[config.mk]
export PLATFORM = sky130hd
export DESIGN_NAME = midi_to_input_event_mapper_top
export DESIGN_NICKNAME = d
export VERILOG_FILES = /design/src/rtl/mtiem_pkg.sv /design/src/rtl/mtiem_front.sv /design/src/rtl/mtiem_queue.sv /design/src/rtl/mtiem_back.sv /design/src/rtl/midi_to_input_event_mapper_top.sv
export SDC_FILE = /design/constraint.sdc
export NUM_CORES = 1
export LEC_CHECK = 0
export ABC_AREA = 1
export BUFFER_PORTS_ARGS = -buffer_cell sky130_fd_sc_hd__buf_2
export CAP_MARGIN = 20
export CORE_UTILIZATION = 55
export CTS_BUF_LIST = sky130_fd_sc_hd__clkbuf_2
export DETAILED_ROUTE_END_ITERATION = 12
export GPL_TIMING_DRIVEN = 1
export PLACE_DENSITY = 0.85
export SLEW_MARGIN = 25
export SYNTH_ARGS = -nofsm -noshare
export SYNTH_HDL_FRONTEND = slang
export SYNTH_HIERARCHICAL = 1
export SYNTH_SLANG_ARGS = --single-unit
[constraint.sdc]
create_clock -name aclk -period 8.45 [get_ports aclk]
set_input_delay 0.845 -clock aclk [delete_from_list [all_inputs] [get_ports aclk]]
set_output_delay 0.845 -clock aclk [all_outputs]
set_load 0.02 [all_outputs]
[src/rtl/mtiem_pkg.sv]
package mtiem_pkg;

    // number of buttons, knobs and stored led bits
    localparam int ENTRIES = 8;
    localparam int IDX_W   = (ENTRIES > 1) ? $clog2(ENTRIES) : 1;

    // depth of the command queue between front and back
    localparam int QDEPTH  = 2;
    localparam int QPTR_W  = (QDEPTH > 1) ? $clog2(QDEPTH) : 1;
    localparam int QCNT_W  = $clog2(QDEPTH + 1);

    // upper nibble of a status byte
    localparam logic [3:0] MSG_NOTE_OFF   = 4'h8;
    localparam logic [3:0] MSG_NOTE_ON    = 4'h9;
    localparam logic [3:0] MSG_CTRL       = 4'hB;
    localparam logic [3:0] MSG_PROGRAM    = 4'hC;
    localparam logic [3:0] MSG_CHAN_PRESS = 4'hD;
    localparam logic [3:0] MSG_SYSTEM     = 4'hF;

    localparam logic [7:0] ECHO_STATUS_ON  = 8'h90;
    localparam logic [7:0] ECHO_STATUS_OFF = 8'h80;
    localparam logic [6:0] ECHO_VELOCITY   = 7'h7F;

    localparam logic [3:0] CHANNEL_RST     = 4'd0;
    localparam logic [6:0] BUTTON_BASE_RST = 7'h24;
    localparam logic [6:0] KNOB_BASE_RST   = 7'd1;

    typedef enum logic [1:0] {
        KIND_BUTTON = 2'd0,
        KIND_KNOB   = 2'd1,
        KIND_SYNC   = 2'd2,
        KIND_ECHO   = 2'd3
    } kind_t;

    typedef enum logic [1:0] {
        PH_HUNT  = 2'd0,
        PH_DATA1 = 2'd1,
        PH_DATA2 = 2'd2
    } phase_t;

    typedef enum logic [1:0] {
        REG_MIDI_CHANNEL = 2'd0,
        REG_BUTTON_BASE  = 2'd1,
        REG_KNOB_BASE    = 2'd2,
        REG_LED_FB_EN    = 2'd3
    } cfg_reg_t;

    typedef enum logic [1:0] {
        STEP_EVENT = 2'd0,
        STEP_ECHO  = 2'd1,
        STEP_SYNC  = 2'd2
    } step_t;

    typedef struct packed {
        logic [3:0] channel;
        logic [6:0] button_base;
        logic [6:0] knob_base;
        logic       led_fb_en;
    } cfg_t;

    // one queued command: up to three results
    typedef struct packed {
        logic             ev_valid;
        logic             ev_knob;
        logic [2:0]       slot;
        logic [7:0]       level;
        logic             echo_valid;
        logic [IDX_W-1:0] echo_idx;
        logic [6:0]       echo_note;
        logic             led_wr;
        logic             led_val;
        logic             sync;
    } cmd_t;

    typedef struct packed {
        logic full;
        logic empty;
    } q_stat_t;

    function automatic logic [2:0] slot_of(input logic [IDX_W-1:0] idx);
        logic [7:0] wide;
        wide = 8'(idx);
        return wide[2:0];
    endfunction

endpackage

[src/rtl/mtiem_front.sv]
module mtiem_front (
    input  logic               aclk,
    input  logic               aresetn,
    input  mtiem_pkg::cfg_t    cfg,
    input  logic               in_valid,
    output logic               in_ready,
    input  logic               req_type,
    input  logic [7:0]         midi_byte,
    input  logic [7:0]         led_number,
    input  logic               led_on,
    input  mtiem_pkg::q_stat_t q_stat,
    output logic               push,
    output mtiem_pkg::cmd_t    cmd
);
    import mtiem_pkg::*;

    phase_t     phase_reg, phase_next;
    logic [7:0] held_status_reg, held_status_next;
    logic [7:0] first_data_reg, first_data_next;
    logic       accept;
    logic       finish;
    logic [7:0] d1, d2;
    logic [3:0] msg_type;
    logic       on_chan;
    logic [8:0] btn_diff, knob_diff;
    logic       btn_hit, knob_hit;
    logic [IDX_W-1:0] btn_idx, knob_idx, led_idx;

    assign in_ready = !q_stat.full;
    assign accept   = in_valid && in_ready;
    assign msg_type = held_status_reg[7:4];
    assign on_chan  = (held_status_reg[3:0] == cfg.channel);

    // key and controller range checks, borrow in the top bit
    assign btn_diff  = {1'b0, d1} - {2'b00, cfg.button_base};
    assign knob_diff = {1'b0, d1} - {2'b00, cfg.knob_base};
    assign btn_hit   = !btn_diff[8] && (btn_diff[7:0] < 8'(ENTRIES));
    assign knob_hit  = !knob_diff[8] && (knob_diff[7:0] < 8'(ENTRIES));
    assign btn_idx   = btn_diff[IDX_W-1:0];
    assign knob_idx  = knob_diff[IDX_W-1:0];
    assign led_idx   = led_number[IDX_W-1:0];

    always_ff @(posedge aclk) begin
        if (!aresetn) begin
            phase_reg <= PH_HUNT;
        end else begin
            phase_reg <= phase_next;
        end
        held_status_reg <= held_status_next;
        first_data_reg  <= first_data_next;
    end

    // parser
    always_comb begin
        phase_next       = phase_reg;
        held_status_next = held_status_reg;
        first_data_next  = first_data_reg;
        finish           = 1'b0;
        d1               = first_data_reg;
        d2               = midi_byte;
        if (accept && !req_type) begin
            unique case (phase_reg)
                PH_HUNT: begin
                    if (midi_byte[7] && (midi_byte[7:4] != MSG_SYSTEM)) begin
                        held_status_next = midi_byte;
                        phase_next       = PH_DATA1;
                    end
                end
                PH_DATA1: begin
                    if (msg_type == MSG_PROGRAM || msg_type == MSG_CHAN_PRESS) begin
                        phase_next = PH_HUNT;
                        finish     = 1'b1;
                        d1         = midi_byte;
                        d2         = 8'h00;
                    end else begin
                        first_data_next = midi_byte;
                        phase_next      = PH_DATA2;
                    end
                end
                PH_DATA2: begin
                    phase_next = PH_HUNT;
                    finish     = 1'b1;
                end
                default: begin
                    phase_next = PH_HUNT;
                end
            endcase
        end
    end

    // classify into a command for the back end
    always_comb begin
        cmd  = '0;
        push = 1'b0;
        if (accept && req_type) begin
            if (cfg.led_fb_en && (led_number < 8'(ENTRIES))) begin
                push           = 1'b1;
                cmd.echo_valid = 1'b1;
                cmd.echo_idx   = led_idx;
                cmd.echo_note  = cfg.button_base + 7'(led_idx);
                cmd.led_wr     = 1'b1;
                cmd.led_val    = led_on;
            end
        end else if (finish) begin
            push     = 1'b1;
            cmd.sync = 1'b1;
            if (on_chan && (msg_type == MSG_NOTE_OFF || msg_type == MSG_NOTE_ON)) begin
                if (btn_hit) begin
                    cmd.ev_valid = 1'b1;
                    cmd.slot     = slot_of(btn_idx);
                    cmd.level    = {7'd0, (msg_type == MSG_NOTE_ON) && (d2 != 8'h00)};
                    if (cfg.led_fb_en) begin
                        cmd.echo_valid = 1'b1;
                        cmd.echo_idx   = btn_idx;
                        cmd.echo_note  = cfg.button_base + 7'(btn_idx);
                    end
                end
            end else if (on_chan && msg_type == MSG_CTRL) begin
                if (knob_hit) begin
                    cmd.ev_valid = 1'b1;
                    cmd.ev_knob  = 1'b1;
                    cmd.slot     = slot_of(knob_idx);
                    cmd.level    = d2;
                end
            end
        end
    end

endmodule

[src/rtl/mtiem_queue.sv]
module mtiem_queue (
    input  logic               aclk,
    input  logic               aresetn,
    input  logic               push,
    input  mtiem_pkg::cmd_t    push_cmd,
    input  logic               pop,
    output mtiem_pkg::cmd_t    head_cmd,
    output mtiem_pkg::q_stat_t q_stat
);
    import mtiem_pkg::*;

    cmd_t              entry_reg [QDEPTH];
    logic [QPTR_W-1:0] wr_ptr_reg, wr_ptr_next;
    logic [QPTR_W-1:0] rd_ptr_reg, rd_ptr_next;
    logic [QCNT_W-1:0] count_reg, count_next;
    logic              do_push, do_pop;

    assign q_stat.full  = (count_reg == QCNT_W'(QDEPTH));
    assign q_stat.empty = (count_reg == '0);
    assign head_cmd     = entry_reg[rd_ptr_reg];
    assign do_push      = push && !q_stat.full;
    assign do_pop       = pop && !q_stat.empty;

    always_comb begin
        wr_ptr_next = wr_ptr_reg;
        rd_ptr_next = rd_ptr_reg;
        count_next  = count_reg;
        if (do_push) begin
            wr_ptr_next = (wr_ptr_reg == QPTR_W'(QDEPTH - 1)) ? '0 : wr_ptr_reg + 1'b1;
        end
        if (do_pop) begin
            rd_ptr_next = (rd_ptr_reg == QPTR_W'(QDEPTH - 1)) ? '0 : rd_ptr_reg + 1'b1;
        end
        if (do_push && !do_pop) begin
            count_next = count_reg + 1'b1;
        end else if (do_pop && !do_push) begin
            count_next = count_reg - 1'b1;
        end
    end

    always_ff @(posedge aclk) begin
        if (!aresetn) begin
            wr_ptr_reg <= '0;
            rd_ptr_reg <= '0;
            count_reg  <= '0;
        end else begin
            wr_ptr_reg <= wr_ptr_next;
            rd_ptr_reg <= rd_ptr_next;
            count_reg  <= count_next;
        end
        if (do_push) begin
            entry_reg[wr_ptr_reg] <= push_cmd;
        end
    end

endmodule

[src/rtl/mtiem_back.sv]
module mtiem_back (
    input  logic               aclk,
    input  logic               aresetn,
    input  mtiem_pkg::cmd_t    head_cmd,
    input  mtiem_pkg::q_stat_t q_stat,
    output logic               pop,
    output logic               out_valid,
    input  logic               out_ready,
    output mtiem_pkg::kind_t   out_kind,
    output logic [2:0]         out_slot,
    output logic [7:0]         out_level,
    output logic [7:0]         out_echo_status,
    output logic [6:0]         out_echo_note,
    output logic [6:0]         out_echo_velocity,
    output logic               out_last
);
    import mtiem_pkg::*;

    step_t      step_reg, step_next, sel;
    logic       led_bits_reg [ENTRIES];
    logic       valid_reg, valid_next;
    kind_t      kind_reg, kind_next;
    logic [2:0] slot_reg, slot_next;
    logic [7:0] level_reg, level_next;
    logic [7:0] est_reg, est_next;
    logic [6:0] note_reg, note_next;
    logic [6:0] vel_reg, vel_next;
    logic       last_reg, last_next;
    logic       load, last, led_state, led_write;

    assign load      = !q_stat.empty && (!valid_reg || out_ready);
    assign led_state = head_cmd.led_wr ? head_cmd.led_val : led_bits_reg[head_cmd.echo_idx];
    assign led_write = load && (sel == STEP_ECHO) && head_cmd.led_wr;

    // pick the next pending result of the head command
    always_comb begin
        if (head_cmd.ev_valid && step_reg == STEP_EVENT) begin
            sel  = STEP_EVENT;
            last = !(head_cmd.echo_valid || head_cmd.sync);
        end else if (head_cmd.echo_valid && step_reg != STEP_SYNC) begin
            sel  = STEP_ECHO;
            last = !head_cmd.sync;
        end else begin
            sel  = STEP_SYNC;
            last = 1'b1;
        end
    end

    always_comb begin
        step_next  = step_reg;
        valid_next = valid_reg;
        kind_next  = kind_reg;
        slot_next  = slot_reg;
        level_next = level_reg;
        est_next   = est_reg;
        note_next  = note_reg;
        vel_next   = vel_reg;
        last_next  = last_reg;
        pop        = 1'b0;
        if (out_ready) begin
            valid_next = 1'b0;
        end
        if (load) begin
            valid_next = 1'b1;
            last_next  = last;
            slot_next  = '0;
            level_next = '0;
            est_next   = '0;
            note_next  = '0;
            vel_next   = '0;
            unique case (sel)
                STEP_EVENT: begin
                    kind_next  = head_cmd.ev_knob ? KIND_KNOB : KIND_BUTTON;
                    slot_next  = head_cmd.slot;
                    level_next = head_cmd.level;
                    step_next  = STEP_ECHO;
                end
                STEP_ECHO: begin
                    kind_next = KIND_ECHO;
                    est_next  = led_state ? ECHO_STATUS_ON : ECHO_STATUS_OFF;
                    note_next = head_cmd.echo_note;
                    vel_next  = ECHO_VELOCITY;
                    step_next = STEP_SYNC;
                end
                default: begin
                    kind_next = KIND_SYNC;
                end
            endcase
            if (last) begin
                pop       = 1'b1;
                step_next = STEP_EVENT;
            end
        end
    end

    always_ff @(posedge aclk) begin
        if (!aresetn) begin
            step_reg  <= STEP_EVENT;
            valid_reg <= 1'b0;
            for (int i = 0; i < ENTRIES; i++) begin
                led_bits_reg[i] <= 1'b0;
            end
        end else begin
            step_reg  <= step_next;
            valid_reg <= valid_next;
            if (led_write) begin
                led_bits_reg[head_cmd.echo_idx] <= head_cmd.led_val;
            end
        end
        kind_reg  <= kind_next;
        slot_reg  <= slot_next;
        level_reg <= level_next;
        est_reg   <= est_next;
        note_reg  <= note_next;
        vel_reg   <= vel_next;
        last_reg  <= last_next;
    end

    assign out_valid         = valid_reg;
    assign out_kind          = kind_reg;
    assign out_slot          = slot_reg;
    assign out_level         = level_reg;
    assign out_echo_status   = est_reg;
    assign out_echo_note     = note_reg;
    assign out_echo_velocity = vel_reg;
    assign out_last          = last_reg;

endmodule

[src/rtl/midi_to_input_event_mapper_top.sv]
// midi channel message parser that maps notes and controllers onto button and knob
// events. each input transaction is a midi byte (s_tuser = 0) or a host led change
// (s_tuser = 1). a front end parses status and data bytes and turns every completed
// channel message, and each led change with feedback on and an index in range, into
// a command; a two-entry queue carries commands to a back end that emits one result
// transaction per cycle while the receiver is ready: button or knob event, led echo,
// sync report, with m_tlast on the last result of each input. an input transaction
// is taken every cycle while the queue has room; an input with several results (at
// most three) keeps the back end busy until its last result loads, so one input per
// cycle is sustained only for single-result traffic. configuration must be written
// through cfg_we / cfg_index / cfg_wdata while the block is idle (not enforced).
module midi_to_input_event_mapper_top (
    input  logic        aclk,
    input  logic        aresetn,

    // input channel
    input  logic        s_tvalid,
    output logic        s_tready,
    input  logic [23:0] s_tdata,    // midi_byte[7:0], led_number[15:8], led_on[16], zero pad
    input  logic        s_tuser,    // req_type[0]

    // result channel
    output logic        m_tvalid,
    input  logic        m_tready,
    output logic [39:0] m_tdata,    // slot[2:0], level[10:3], echo_status[18:11],
                                    // echo_note[25:19], echo_velocity[32:26], zero pad
    output logic [1:0]  m_tuser,    // kind[1:0]
    output logic        m_tlast,    // final_res

    // configuration writes
    input  logic        cfg_we,
    input  logic [1:0]  cfg_index,
    input  logic [6:0]  cfg_wdata
);
    import mtiem_pkg::*;

    cfg_t    cfg_reg;
    cmd_t    push_cmd, head_cmd;
    q_stat_t q_stat;
    logic    push, pop;
    kind_t   out_kind;
    logic [2:0] out_slot;
    logic [7:0] out_level, out_est;
    logic [6:0] out_note, out_vel;

    // configuration registers, one per index
    always_ff @(posedge aclk) begin
        if (!aresetn) begin
            cfg_reg.channel     <= CHANNEL_RST;
            cfg_reg.button_base <= BUTTON_BASE_RST;
            cfg_reg.knob_base   <= KNOB_BASE_RST;
            cfg_reg.led_fb_en   <= 1'b0;
        end else if (cfg_we) begin
            unique case (cfg_reg_t'(cfg_index))
                REG_MIDI_CHANNEL: cfg_reg.channel     <= cfg_wdata[3:0];
                REG_BUTTON_BASE:  cfg_reg.button_base <= cfg_wdata;
                REG_KNOB_BASE:    cfg_reg.knob_base   <= cfg_wdata;
                REG_LED_FB_EN:    cfg_reg.led_fb_en   <= cfg_wdata[0];
                default: ;
            endcase
        end
    end

    // front end: byte parser and message classifier
    mtiem_front u_front (
        .aclk       (aclk),
        .aresetn    (aresetn),
        .cfg        (cfg_reg),
        .in_valid   (s_tvalid),
        .in_ready   (s_tready),
        .req_type   (s_tuser),
        .midi_byte  (s_tdata[7:0]),
        .led_number (s_tdata[15:8]),
        .led_on     (s_tdata[16]),
        .q_stat     (q_stat),
        .push       (push),
        .cmd        (push_cmd)
    );

    // command queue decouples parsing from result emission
    mtiem_queue u_queue (
        .aclk     (aclk),
        .aresetn  (aresetn),
        .push     (push),
        .push_cmd (push_cmd),
        .pop      (pop),
        .head_cmd (head_cmd),
        .q_stat   (q_stat)
    );

    // back end: result sequencer, led bits and output register
    mtiem_back u_back (
        .aclk              (aclk),
        .aresetn           (aresetn),
        .head_cmd          (head_cmd),
        .q_stat            (q_stat),
        .pop               (pop),
        .out_valid         (m_tvalid),
        .out_ready         (m_tready),
        .out_kind          (out_kind),
        .out_slot          (out_slot),
        .out_level         (out_level),
        .out_echo_status   (out_est),
        .out_echo_note     (out_note),
        .out_echo_velocity (out_vel),
        .out_last          (m_tlast)
    );

    assign m_tuser = out_kind;
    assign m_tdata = {7'd0, out_vel, out_note, out_est, out_level, out_slot};

endmodule

# --- After elaboration in Yosys (flattened, before gate mapping) ---
# Memories as Yosys holds them, arrays and structs flattened. A register that Yosys moved wholly into a read port is not among the register bits.
# Cells that the tools add are included.
op_classes:
  order_cmp: 3
  n_bitwise: 1
  muxes: 60
  div_mod_pow: 0
  eq_ne: 16
  multipliers: 0
  n_reduce_logical: 51
  addsub: 8
  shift: 0
op_table:
  columns: ["op", "count"]
  rows:
  - ["two-way mux 13 bit", 4]
  - ["two-way mux 8 bit", 6]
  - ["two-way mux 11 bit", 4]
  - ["two-way mux 1 bit", 29]
  - ["< comparator 8 x 4 -> 1 bit (second input constant)", 3]
  - ["two-way mux 24 bit", 1]
  - ["two-way mux 22 bit", 1]
  - ["== test 4 bit (second input constant)", 5]
  - ["logical AND 1 bit", 19]
  - ["subtractor 8 x 7 -> 9 bit", 2]
  - ["two-way mux 2 bit", 8]
  - ["adder 7 x 3 -> 7 bit", 2]
  - ["one-hot mux 2 bit (2 select lines)", 3]
  - ["AND reduction 2 bit", 6]
  - ["logical NOT 1 bit", 10]
  - ["logical NOT 2 bit", 5]
  - ["== test 2 bit (second input constant)", 4]
  - ["nonzero test 8 bit", 1]
  - ["two-way mux 7 bit", 1]
  - ["== test 2 x 1 -> 1 bit (second input constant)", 3]
  - ["AND reduction 3 bit", 2]
  - ["two-way mux 5 bit", 1]
  - ["== test 4 bit", 1]
  - ["logical OR 1 bit", 4]
  - ["other kinds (12)", 14]
word_totals:
  reg_bits: 80
  mem_count: 2
  latchBits: 0
  in_bits: 39
  rom_bits: 0
  elab_cells: 160
  ram_bits: 62
mem_list:
  columns: ["name", "depth", "width", "read_ports", "rd_ports_with_merged_regs", "write_ports", "line", "text"]
  rows:
  - ["u_queue.entry_reg", 2, 27, 1, 1, 1, "mtiem_queue.sv:12", "cmd_t entry_reg [QDEPTH];"]
  - ["u_back.led_bits_reg", 8, 1, 1, 0, 8, "mtiem_back.sv:20", "logic led_bits_reg [ENTRIES];"]

# --- Logic depth before layout (Yosys ltp) ---
# Gate-level depths: netlist of the first run.
logic_depth:
  ltp_word: 13
  depth_mapped: 23

# --- By module ---
# Netlist of the first run, hierarchy kept.
modules_own_cells:
  columns: ["mod", "area_each_um2", "seq_area_each_um2", "cells_per_inst", "instances"]
  rows:
  - ["mtiem_front", 2309.7, 520.5, 332, 1]
  - ["mtiem_queue", 2297.2, 1721.7, 122, 1]
  - ["mtiem_back", 1790.5, 940.9, 214, 1]
  - ["midi_to_input_event_mapper_top", 862.1, 380.4, 127, 1]

# --- Worst setup path before layout of the first run ---
# Ideal clock, no wire load.
synth_path:
  path_type: "in2reg"
  startpoint: "input s_tuser"
  endpoint: "memory u_queue/entry_reg[0][9] (netlist bit), data pin"
  arrival_ns: 3.603
  path_buffers: 2
  cell_stages: 16
  required_time_ns: 8.184
  setup_slack_ns: 4.581
  path_cell_list: "inv_1 nand3_2 nor2_4 buf_2 inv_1 clkbuf_1 nand2_1 o21ai_0 fa_1 xor2_1 ha_1 nand2_1 o21ai_0 nand3_1 xor2_1 o22ai_2"
synth_rtl:
  columns: ["item", "line", "text"]
  rows:
  - ["start: declaration", "midi_to_input_event_mapper_top.sv:20", "input logic s_tuser,"]
  - ["end: declaration", "mtiem_queue.sv:12", null]

==> metrics.cfg, run 1 <==
[synth]
synth_top_cell_by_area=edfxtp_1
async_reset_ff_share_pct=0
synthCells=795
synth_seq_cells=131
synth_warnings=6
syn_area_mm2=0.00726
synth_top_area_share_pct=38.9
ys_top_cells_by_count=nand2_1, inv_1, edfxtp_1, nor2_1, dfxtp_1
yosysMostFrequentCell=nand2_1
synthDistinctLibCells=47
avgSynthCellArea_um2=9.13
synth-edff-count=94
synth_ff_type=edfxtp_1
synth_seq_area_share_pct=49.1
synth_area_leaders=edfxtp_1, dfxtp_1, nand2_1

[clock_network]
post-cts-setup-buffers=0
clk_pin_slew_ps=180
cts_resized=0
cts.sinks=131
postCtsHoldBufs=0
cts_tree=built
cts_buffer_depth=2
clkLatencyLatePin_ps=690
root_buffer=clkbuf_2
cts_buffers=17
h-tree-depth=4

[timing]
tightest_slew_ps=753
clock.fmax_mhz=252
hold_violations=0
setup_viol=0
slew_headroom_pct=49.3
tns_ps=0
finalClockSkew_ps=18.1
min_period_over_period_pct=47.0
post-route-min-period_ps=3980
report.final.slew_viol_count=0
rsz0062_at_grt=no

[place]
dp_cells=1007
portBuffers=63
dp_hpwl_mm=9.59
place_congestion=0.919

[layout]
instances_no_fill=1041
multi_input_area_mm2=0.00292
fin_nets=922
largest_register_ffs=54
drive_gt1_share_pct=19.0
fillers=1091
regArea_mm2=0.00356
area_growth_pct=7.51

[die]
rows=41
core-area_mm2=0.0127
ios=84
die_y_um=117
die_area_mm2=0.0137
initial_utilization_pct=57.1
die_w_um=117

[drt]
wl_per_cell_um=12.8
drc=0
vias=5227
drt-total-wl_mm=13.3
first_iter_violations=475
drtPass1Iterations=5
via_per_inst=5.02
ant_nets=0

[worst_setup_path]
worstPathArrival_ps=4420
cp_num_buf_inv=2
cp-start-kind=flop
cp_slowest_stage_delay_ps=650
crit_path_end_kind=flop
crit_slowest_cell=o21ai_0
crit_fanout=13
critical_path_class=flop to flop
path_cells=inv_1, ha_1, nand4_4, nor2_4, inv_1, o21ai_0, fa_1, xor2_1, ha_1, a21oi_1, nand2_1, nand2_1, nor2_1, xor2_1, o22ai_2
path_depth=15
cp_top_family=adder cells
required_ps=8890
ff2ff_path_depth=15

[outcome]
status=complete, no violations

[grt]
globalRouteTotalUtil_pct=21.5
antenna_found_initial=1
grt_max_degree=36
grt_pass1_vias=4958
grt_overflow=0
grt_pass1_wl_mm=22.2

[pwr]
ir_drop_mv=0.100
p_per_area_mw_per_mm2=143
leakage_nw=3.50

[run]
maxCapViolations=0

[min_path]
hold_depth=1
hold_class=input port to flop

cell families after synthesis:
logic type | after synthesis | synth area share, %
AO/OA/AOI/OAI | 65 | 5.77
XOR/XNOR | 9 | 1.09
adder cells (fa/ha/maj) | 28 | 5.24
buffers and inverters | 183 | 11.5
flip-flops | 131 | 49.1
multiplexers | 28 | 5.36
other | 2 | 0.103
AND/OR/NAND/NOR | 349 | 21.9
stage by stage:
| step | power [mW] | setup slack [ps] | hold slack (ps) | instance area, um2 | util [%] |
|---|---|---|---|---|---|
| finish | 1.11 | 4470 | 345 | 7800 | 61.3 |
| global placement | 0.797 | 4140 | 473 | 7580 | 59.6 |
| CTS | 1.12 | 4440 | 271 | 7770 | 61.1 |
| global route | 1.16 | 4080 | 244 | 7800 | 61.3 |
| floorplan | 0.779 | 4580 | 451 | 7300 | - |
| detailed placement | 0.800 | 4050 | 481 | 7580 | 59.6 |
cell usage in the layout, fill, tap and decap left out, types with 3 or more instances in the layout:
cell / synthesis / routed
buf_4: 22 / 3
nor2_1: 85 / 83
conb_1: 2 / 13
inv_2: 6 / 6
clkbuf_2: 0 / 20
mux2_2: 7 / 7
nand3b_1: 4 / 4
nor2_4: 3 / 3
a21oi_1: 26 / 25
nor3_1: 13 / 13
o22ai_2: 3 / 3
nand3_1: 32 / 32
clkinvlp_4: 0 / 3
nand2_1: 170 / 170
buf_2: 7 / 63
clkinv_1: 0 / 5
nand3_2: 3 / 3
edfxtp_1: 94 / 94
dfxtp_1: 37 / 37
o21ai_2: 8 / 8
nand4_1: 25 / 25
nor2_2: 2 / 4
ha_1: 24 / 24
mux2_4: 20 / 20
a21oi_2: 3 / 3
xor2_1: 8 / 8
fa_1: 4 / 4
nand2_2: 3 / 3
inv_1: 140 / 140
o21ai_0: 14 / 14
layout make-up:
cell class                      count  share of cell area [%]
Antenna cell                        1                  0.0321
Sequential cell                   131                    45.7
Clock buffer                       20                    1.28
Inverter                          146                    7.02
Multi-Input combinational cell    492                    37.4
Tap cell                          172                    2.76
Clock inverter                     12                    1.15
Timing Repair Buffer               67                    4.68
worst paths after layout:
| kind | startpoint | endpoint | slack [ps] |
|---|---|---|---|
| setup / recovery | u_front/phase_reg[1] | u_queue/entry_reg[0][8] | 4470 |
| hold / removal | s_tdata[6] | u_front/held_status_reg[6] | 340 |
| setup reg to reg | u_front/phase_reg[1] | u_queue/entry_reg[0][8] | 4470 |
| hold reg to reg | u_front/phase_reg[1] | u_front/phase_reg[1] | 510 |
layer usage:
metal / track usage, % / wire, um / up-vias
li1: - / - / 2670
met1: 25.7 / 5920 / 2402
met2: 37.2 / 6470 / 137
met3: 5.36 / 687 / 18
met4: 9.11 / 223 / 0
met5: 0 / 0 / -
power by group:
part	internal [mW]	switching (mW)	total, mW
logic	0.0315	0.0613	0.0928
clock network	0.104	0.222	0.327
registers	0.688	0.00587	0.694
worst reg2reg max path: cells and delay by family, from the launching register on:
| family | cells | cell delay (ps) |
|---|---|---|
| adder cells (fa/ha/maj) | 3 | 990 |
| buffers and inverters | 2 | 300 |
| flip-flops | 1 | 360 |
| AO/OA/AOI/OAI | 3 | 980 |
| XOR/XNOR | 2 | 490 |
| AND/OR/NAND/NOR | 5 | 590 |
Power figures use the tool's default switching activity.
==> inputs of run 2 (changes only) <==
==> constraint.sdc (replaced) <==
create_clock -name aclk -period 4.1 [get_ports aclk]
set_input_delay 0.41 -clock aclk [delete_from_list [all_inputs] [get_ports aclk]]
set_output_delay 0.41 -clock aclk [all_outputs]
set_load 0.02 [all_outputs]
==> metrics.cfg, run 2 (same netlist as run 1, synthesis figures left out) <==
[pwr]
p_per_area_mw_per_mm2=297
clkPwrFrac_pct=31.0
p_int_mw=1.78
leakage_nw=3.58
p_sw_share_pct=25.0
seqPwrFrac_pct=60.3
ir_drop_mv=0.199
p_switching_mw=0.593
p_total_mw=2.38
pwr-share-comb_pct=8.7

[die]
initial_utilization_pct=57.1
die_w_um=117
ios=84
rows=41
core-area_mm2=0.0127
die_y_um=117
die_area_mm2=0.0137

[layout]
largest_register_ffs=54
final_cell_mix=nand2_1, inv_1, edfxtp_1
regArea_mm2=0.00356
fillers=1067
post-route-util_pct=63.0
drive_gt1_share_pct=19.1
area_growth_pct=10.3
layout_commonest_cell=nand2_1
multi_input_area_mm2=0.00293
fin_nets=941

[clock_network]
cts_buffer_depth=2
h-tree-depth=4
root_buffer=clkbuf_2
clk_pin_slew_ps=180
post-cts-setup-buffers=0
cts_tree=built
clkLatencyLatePin_ps=680
cts.sinks=131
cts_buffers=17

[worst_setup_path]
cp_top_family=adder cells
crit_fanout=12
cp_slowest_stage_delay_ps=450
cp_num_buf_inv=2
crit_slowest_cell=fa_1
cp-start-kind=flop
crit_path_frequent_cell=ha_1
critical_path_class=flop to flop
path_cells=inv_1, ha_1, nand4_4, nor2_4, mux2i_1, ha_1, inv_1, fa_1, xor2_1, ha_1, nand2_1, o21ai_0, nand3_1, xor2_1, o22ai_2
worstPathArrival_ps=4220
required_ps=4560
crit_path_end_kind=flop

[outcome]
status=complete, no violations

[place]
place_congestion=0.930
portBuffers=63
pre_cts_slack_ps=212
dp_hpwl_mm=9.88

[drt]
first_iter_violations=339
via_per_inst=5.01
drc=0
ant_nets=0
drt-total-wl_mm=13.5
wl_per_cell_um=12.8
drtPass1Iterations=5
vias=5306

[timing]
finalClockSkew_ps=27.1
slew_headroom_pct=51.5
whs_ps=70.3
clock.fmax_mhz=265
post-route-min-period_ps=3770
report.final.slew_viol_count=0
min_period_over_period_pct=91.9
setup_viol=0
rsz0062_at_grt=no
tightest_slew_ps=727
tns_ps=0
postLayoutSetupSlackWorst_ps=333
hold_violations=0

[grt]
grt_overflow=0
antenna_found_initial=1
grt_pass1_vias=4938
globalRouteTotalUtil_pct=21.6
grt_max_degree=36
grt_pass1_wl_mm=22.1

[min_path]
hold_class=input port to flop

[run]
maxCapViolations=0

-- run 2: cell count changes in the layout (fill, tap and decap cells not counted), sizes merged --
| cell | delta |
|---|---|
| dlygate4sd3 | +18 |
| clkinv | -3 |
| clkbuf | +2 |
| buf | +1 |
| bufinv | +1 |
-- run 2: cell type report --
cell class | count | area share, %
Timing Repair Buffer | 86 | 6.65
Clock buffer | 22 | 1.37
Sequential cell | 131 | 44.5
Multi-Input combinational cell | 492 | 36.6
Tap cell | 172 | 2.69
Inverter | 146 | 6.84
Clock inverter | 10 | 1.36
Antenna cell | 1 | 0.0312
-- run 2: final timing paths --
path                                                  to  slack [ps]  depth (start not counted)                  from
worst max-delay path             u_queue/entry_reg[0][9]         330                         15  u_front/phase_reg[1]
worst min register to register      u_front/phase_reg[1]         500                          2  u_front/phase_reg[1]
worst max register to register   u_queue/entry_reg[0][9]         330                         15  u_front/phase_reg[1]
worst min-delay path            u_queue/entry_reg[0][12]          70                          3           s_tdata[10]
-- run 2: stage by stage --
step	area, um2	instances
after global routing	8010	1060
after CTS	8000	1059
after detailed placement	7600	1009
final	8010	1060
after floorplan	7300	806
after global placement	7600	1009
-- run 2: what timing repair did --
item / CTS / global route
hold endpoints to repair: 32 / 0
resized for setup: 0 / 2
hold buffers: 18 / 0
endpoints found under the setup margin: 0 / 20
-- run 2: tightest hold or removal path: cells and delay by family --
kind,cells,cell delay [ps]
simple gates,1,70
buf+inv,1,110
compound gates,1,60
-- run 2: metal layers --
metal / track usage, % / vias up / wire length [um]
met3: 4.58 / 34 / 617
met2: 36.6 / 138 / 6590
met4: 11.5 / 0 / 404
met5: 0 / - / 0
li1: - / 2710 / -
met1: 25.8 / 2424 / 5930
-- run 2: power groups by stage --
| stage | Sequential [mW] | Clock, mW | Combinational [mW] |
|---|---|---|---|
| after floorplan | 1.46 | 0 | 0.148 |
| after global placement | 1.46 | 0 | 0.184 |
| after detailed placement | 1.46 | 0 | 0.190 |
| after CTS | 1.43 | 0.756 | 0.204 |
| after global routing | 1.43 | 0.807 | 0.235 |
| final | 1.43 | 0.736 | 0.207 |
==> inputs of run 3 (changes only) <==
--- a/config.mk
+++ b/config.mk
@@ -5,7 +5,6 @@
 export SDC_FILE = /design/constraint.sdc
 export NUM_CORES = 1
 export LEC_CHECK = 0
-export ABC_AREA = 1
 export BUFFER_PORTS_ARGS = -buffer_cell sky130_fd_sc_hd__buf_2
 export CAP_MARGIN = 20
 export CORE_UTILIZATION = 55
==> metrics.cfg, run 3 <==
[clock_network]
cts_tree=built
cts_buffers=17
h-tree-depth=4
cts_buffer_depth=2
root_buffer=clkbuf_2
clk_pin_slew_ps=190
clkLatencyLatePin_ps=680
cts.sinks=131

[synth]
synth_seq_cells=131
ys_top_cells_by_count=edfxtp_1, nand2_1, dfxtp_1, inv_1, mux2_2
synthCells=571
synth_xor_area_share_pct=2.06
synth_warnings=6
syn_area_mm2=0.00680
synth_adder_area_share_pct=5.59
synth_compound_area_share_pct=9.05
synth-edff-count=94
synthDistinctLibCells=82
synth_simple_gate_area_share_pct=15.3
synth_top_family_by_area=simple AND/OR/NAND/NOR gates
yosysMostFrequentCell=edfxtp_1
avgSynthCellArea_um2=11.9
synth_area_leaders=edfxtp_1, dfxtp_1, mux2_2
async_reset_ff_share_pct=0
synth_top_cell_by_area=edfxtp_1
synth_top_area_share_pct=41.5
synth_seq_area_share_pct=52.4
synth_ff_type=edfxtp_1
muxShareOfSynthArea_pct=9.91

[outcome]
status=complete, no violations

[pwr]
p_int_mw=1.89
leakage_nw=3.18
seqPwrFrac_pct=57.5
pwr-share-comb_pct=6.9
p_total_mw=2.48
clkPwrFrac_pct=35.6
p_sw_share_pct=23.7
ir_drop_mv=0.259
p_switching_mw=0.588
p_per_area_mw_per_mm2=321

[grt]
grt_max_degree=46
grt_pass1_wl_mm=22.5
grt_pass1_vias=4635
grt_overflow=0
antenna_found_initial=0
globalRouteTotalUtil_pct=22.9

[die]
die_area_mm2=0.0128
ios=84
rows=40
die_w_um=113
die_y_um=113
core-area_mm2=0.0120
initial_utilization_pct=56.6

[timing]
report.final.slew_viol_count=0
tightest_slew_ps=850
finalClockSkew_ps=30.8
post-route-min-period_ps=3940
rsz0062_at_grt=no
clock.fmax_mhz=254
setup_viol=0
tns_ps=0
slew_headroom_pct=43.3
hold_violations=0
min_period_over_period_pct=96.1

[worst_setup_path]
crit_path_end_kind=flop
required_ps=4620
rr_endpoint=u_queue/entry_reg[1][7]
cp-startpoint=u_queue/count_reg[0]
cp-start-kind=flop
regToRegSetupSlack_ps=160
crit_path_frequent_cell=buf_4
crit_slowest_cell=or3b_4
cp_slowest_stage_delay_ps=420
path_cells=nand2b_1, inv_2, or3b_4, nor2_4, mux2i_2, ha_2, inv_1, fa_1, buf_4, a21o_1, a21oi_2, xnor2_1, a221oi_2, buf_4, nand2_2, or3_1, a31oi_2
r2r-start=u_queue/count_reg[0]
crit_fanout=6
ff2ff_path_depth=17
critical_path_class=flop to flop
worstPathArrival_ps=4460
endpoint=u_queue/entry_reg[1][7]

[run]
maxCapViolations=0

[drt]
drc=0
vias=4662
wl_per_cell_um=17.0
via_per_inst=5.68
drt-total-wl_mm=13.9
ant_nets=0
drtPass1Iterations=6
first_iter_violations=379

[layout]
fillers=913
final_area_mm2=0.00772
multi_input_area_mm2=0.00297
final_cell_mix=edfxtp_1, buf_2, nand2_1
largest_register_ffs=54
regArea_mm2=0.00357
drive_gt1_share_pct=27.3
antenna_cells=0
layout_commonest_cell=edfxtp_1
fin_nets=728
area_growth_pct=13.5

[min_path]
hold_class=input port to flop

[place]
place_area_mm2=0.00722
place_congestion=0.893
dp_hpwl_mm=10.0
portBuffers=63

-- run 3: cell count changes after synthesis, moves of 15 or more --
cell	previous run	this run
nand2_1	170	50
inv_1	140	33
nor2_1	85	23
mux2i_1	1	28
mux2_2	7	33
nand3_1	32	7
and2_1	0	21
mux2_4	20	0
nand4_1	25	7
a21oi_1	26	11
-- run 3: kinds of logic (layout without fill, tap and decap cells) --
logic type	Yosys count	count (layout)
buf+inv	70	162
mux	62	62
simple gates	179	179
other cells	2	13
compound gates	83	83
xor+xnor	16	16
fa+ha+maj	28	28
flops	131	131
-- run 3: worst min-delay path by stage --
stage                 startpoint     endpoint  slack, ps  cells past startpoint
floorplan             cfg_reg[2]   cfg_reg[2]        430                      2
global placement      cfg_reg[2]   cfg_reg[2]        440                      2
detailed placement    cfg_reg[2]   cfg_reg[2]        450                      2
CTS                 cfg_index[1]   cfg_reg[0]          8                      3
global route        cfg_wdata[3]  cfg_reg[11]          7                      3
finish              cfg_wdata[3]  cfg_reg[18]         70                      3
-- run 3: critical path, delay by kind of cell (launching register included) --
family / cells / cell delay (ps)
compound gates: 4 / 740
xor+xnor: 1 / 90
fa+ha+maj: 2 / 660
buf+inv: 4 / 480
flops: 1 / 370
mux: 1 / 280
simple gates: 5 / 1180
-- run 3: routing by layer --
layer	up-vias	wire (um)	share of wire (%)	GRT usage, %
li1	2241	-	-	-
met1	2212	6010	43	27.8
met3	36	758	5.4	5.78
met5	-	0	0	0
met2	173	6810	49	39.1
met4	0	348	2.5	9.21
-- run 3: power by group through the flow --
stage	Combinational [mW]	Clock, mW	Sequential [mW]
after global routing	0.187	0.965	1.43
final	0.171	0.884	1.43
after CTS	0.165	0.907	1.43
after detailed placement	0.153	0	1.45
after floorplan	0.115	0	1.45
after global placement	0.147	0	1.45
-- run 3: through the flow --
| stage | cells | setup WS, ps | hold WS (ps) | utilization (%) |
|---|---|---|---|---|
| floorplan | 582 | 44.4 | 435 | - |
| global route | 821 | 14.8 | 7.23 | 64.3 |
| detailed placement | 772 | 10.4 | 454 | 60.1 |
| finish | 821 | 160 | 72.6 | 64.3 |
| CTS | 819 | 2.84 | 7.89 | 63.7 |
| global placement | 772 | 134 | 444 | 60.1 |
-- run 3: layout make-up --
class                           instances  share of cell area [%]
Sequential cell                       131                    46.2
Multi-Input combinational cell        381                    38.5
Timing Repair Buffer                   95                    7.65
Tap cell                              147                    2.38
Clock inverter                         13                    2.35
Inverter                               35                    1.70
Clock buffer                           19                    1.23
-- run 3: timing repair --
item	CTS	global route
hold buffers	14	0
setup endpoints to repair	7	32
gates resized for setup	1	13
endpoints found under the hold margin	28	0
pin swaps	0	1
buffers inserted	1	2
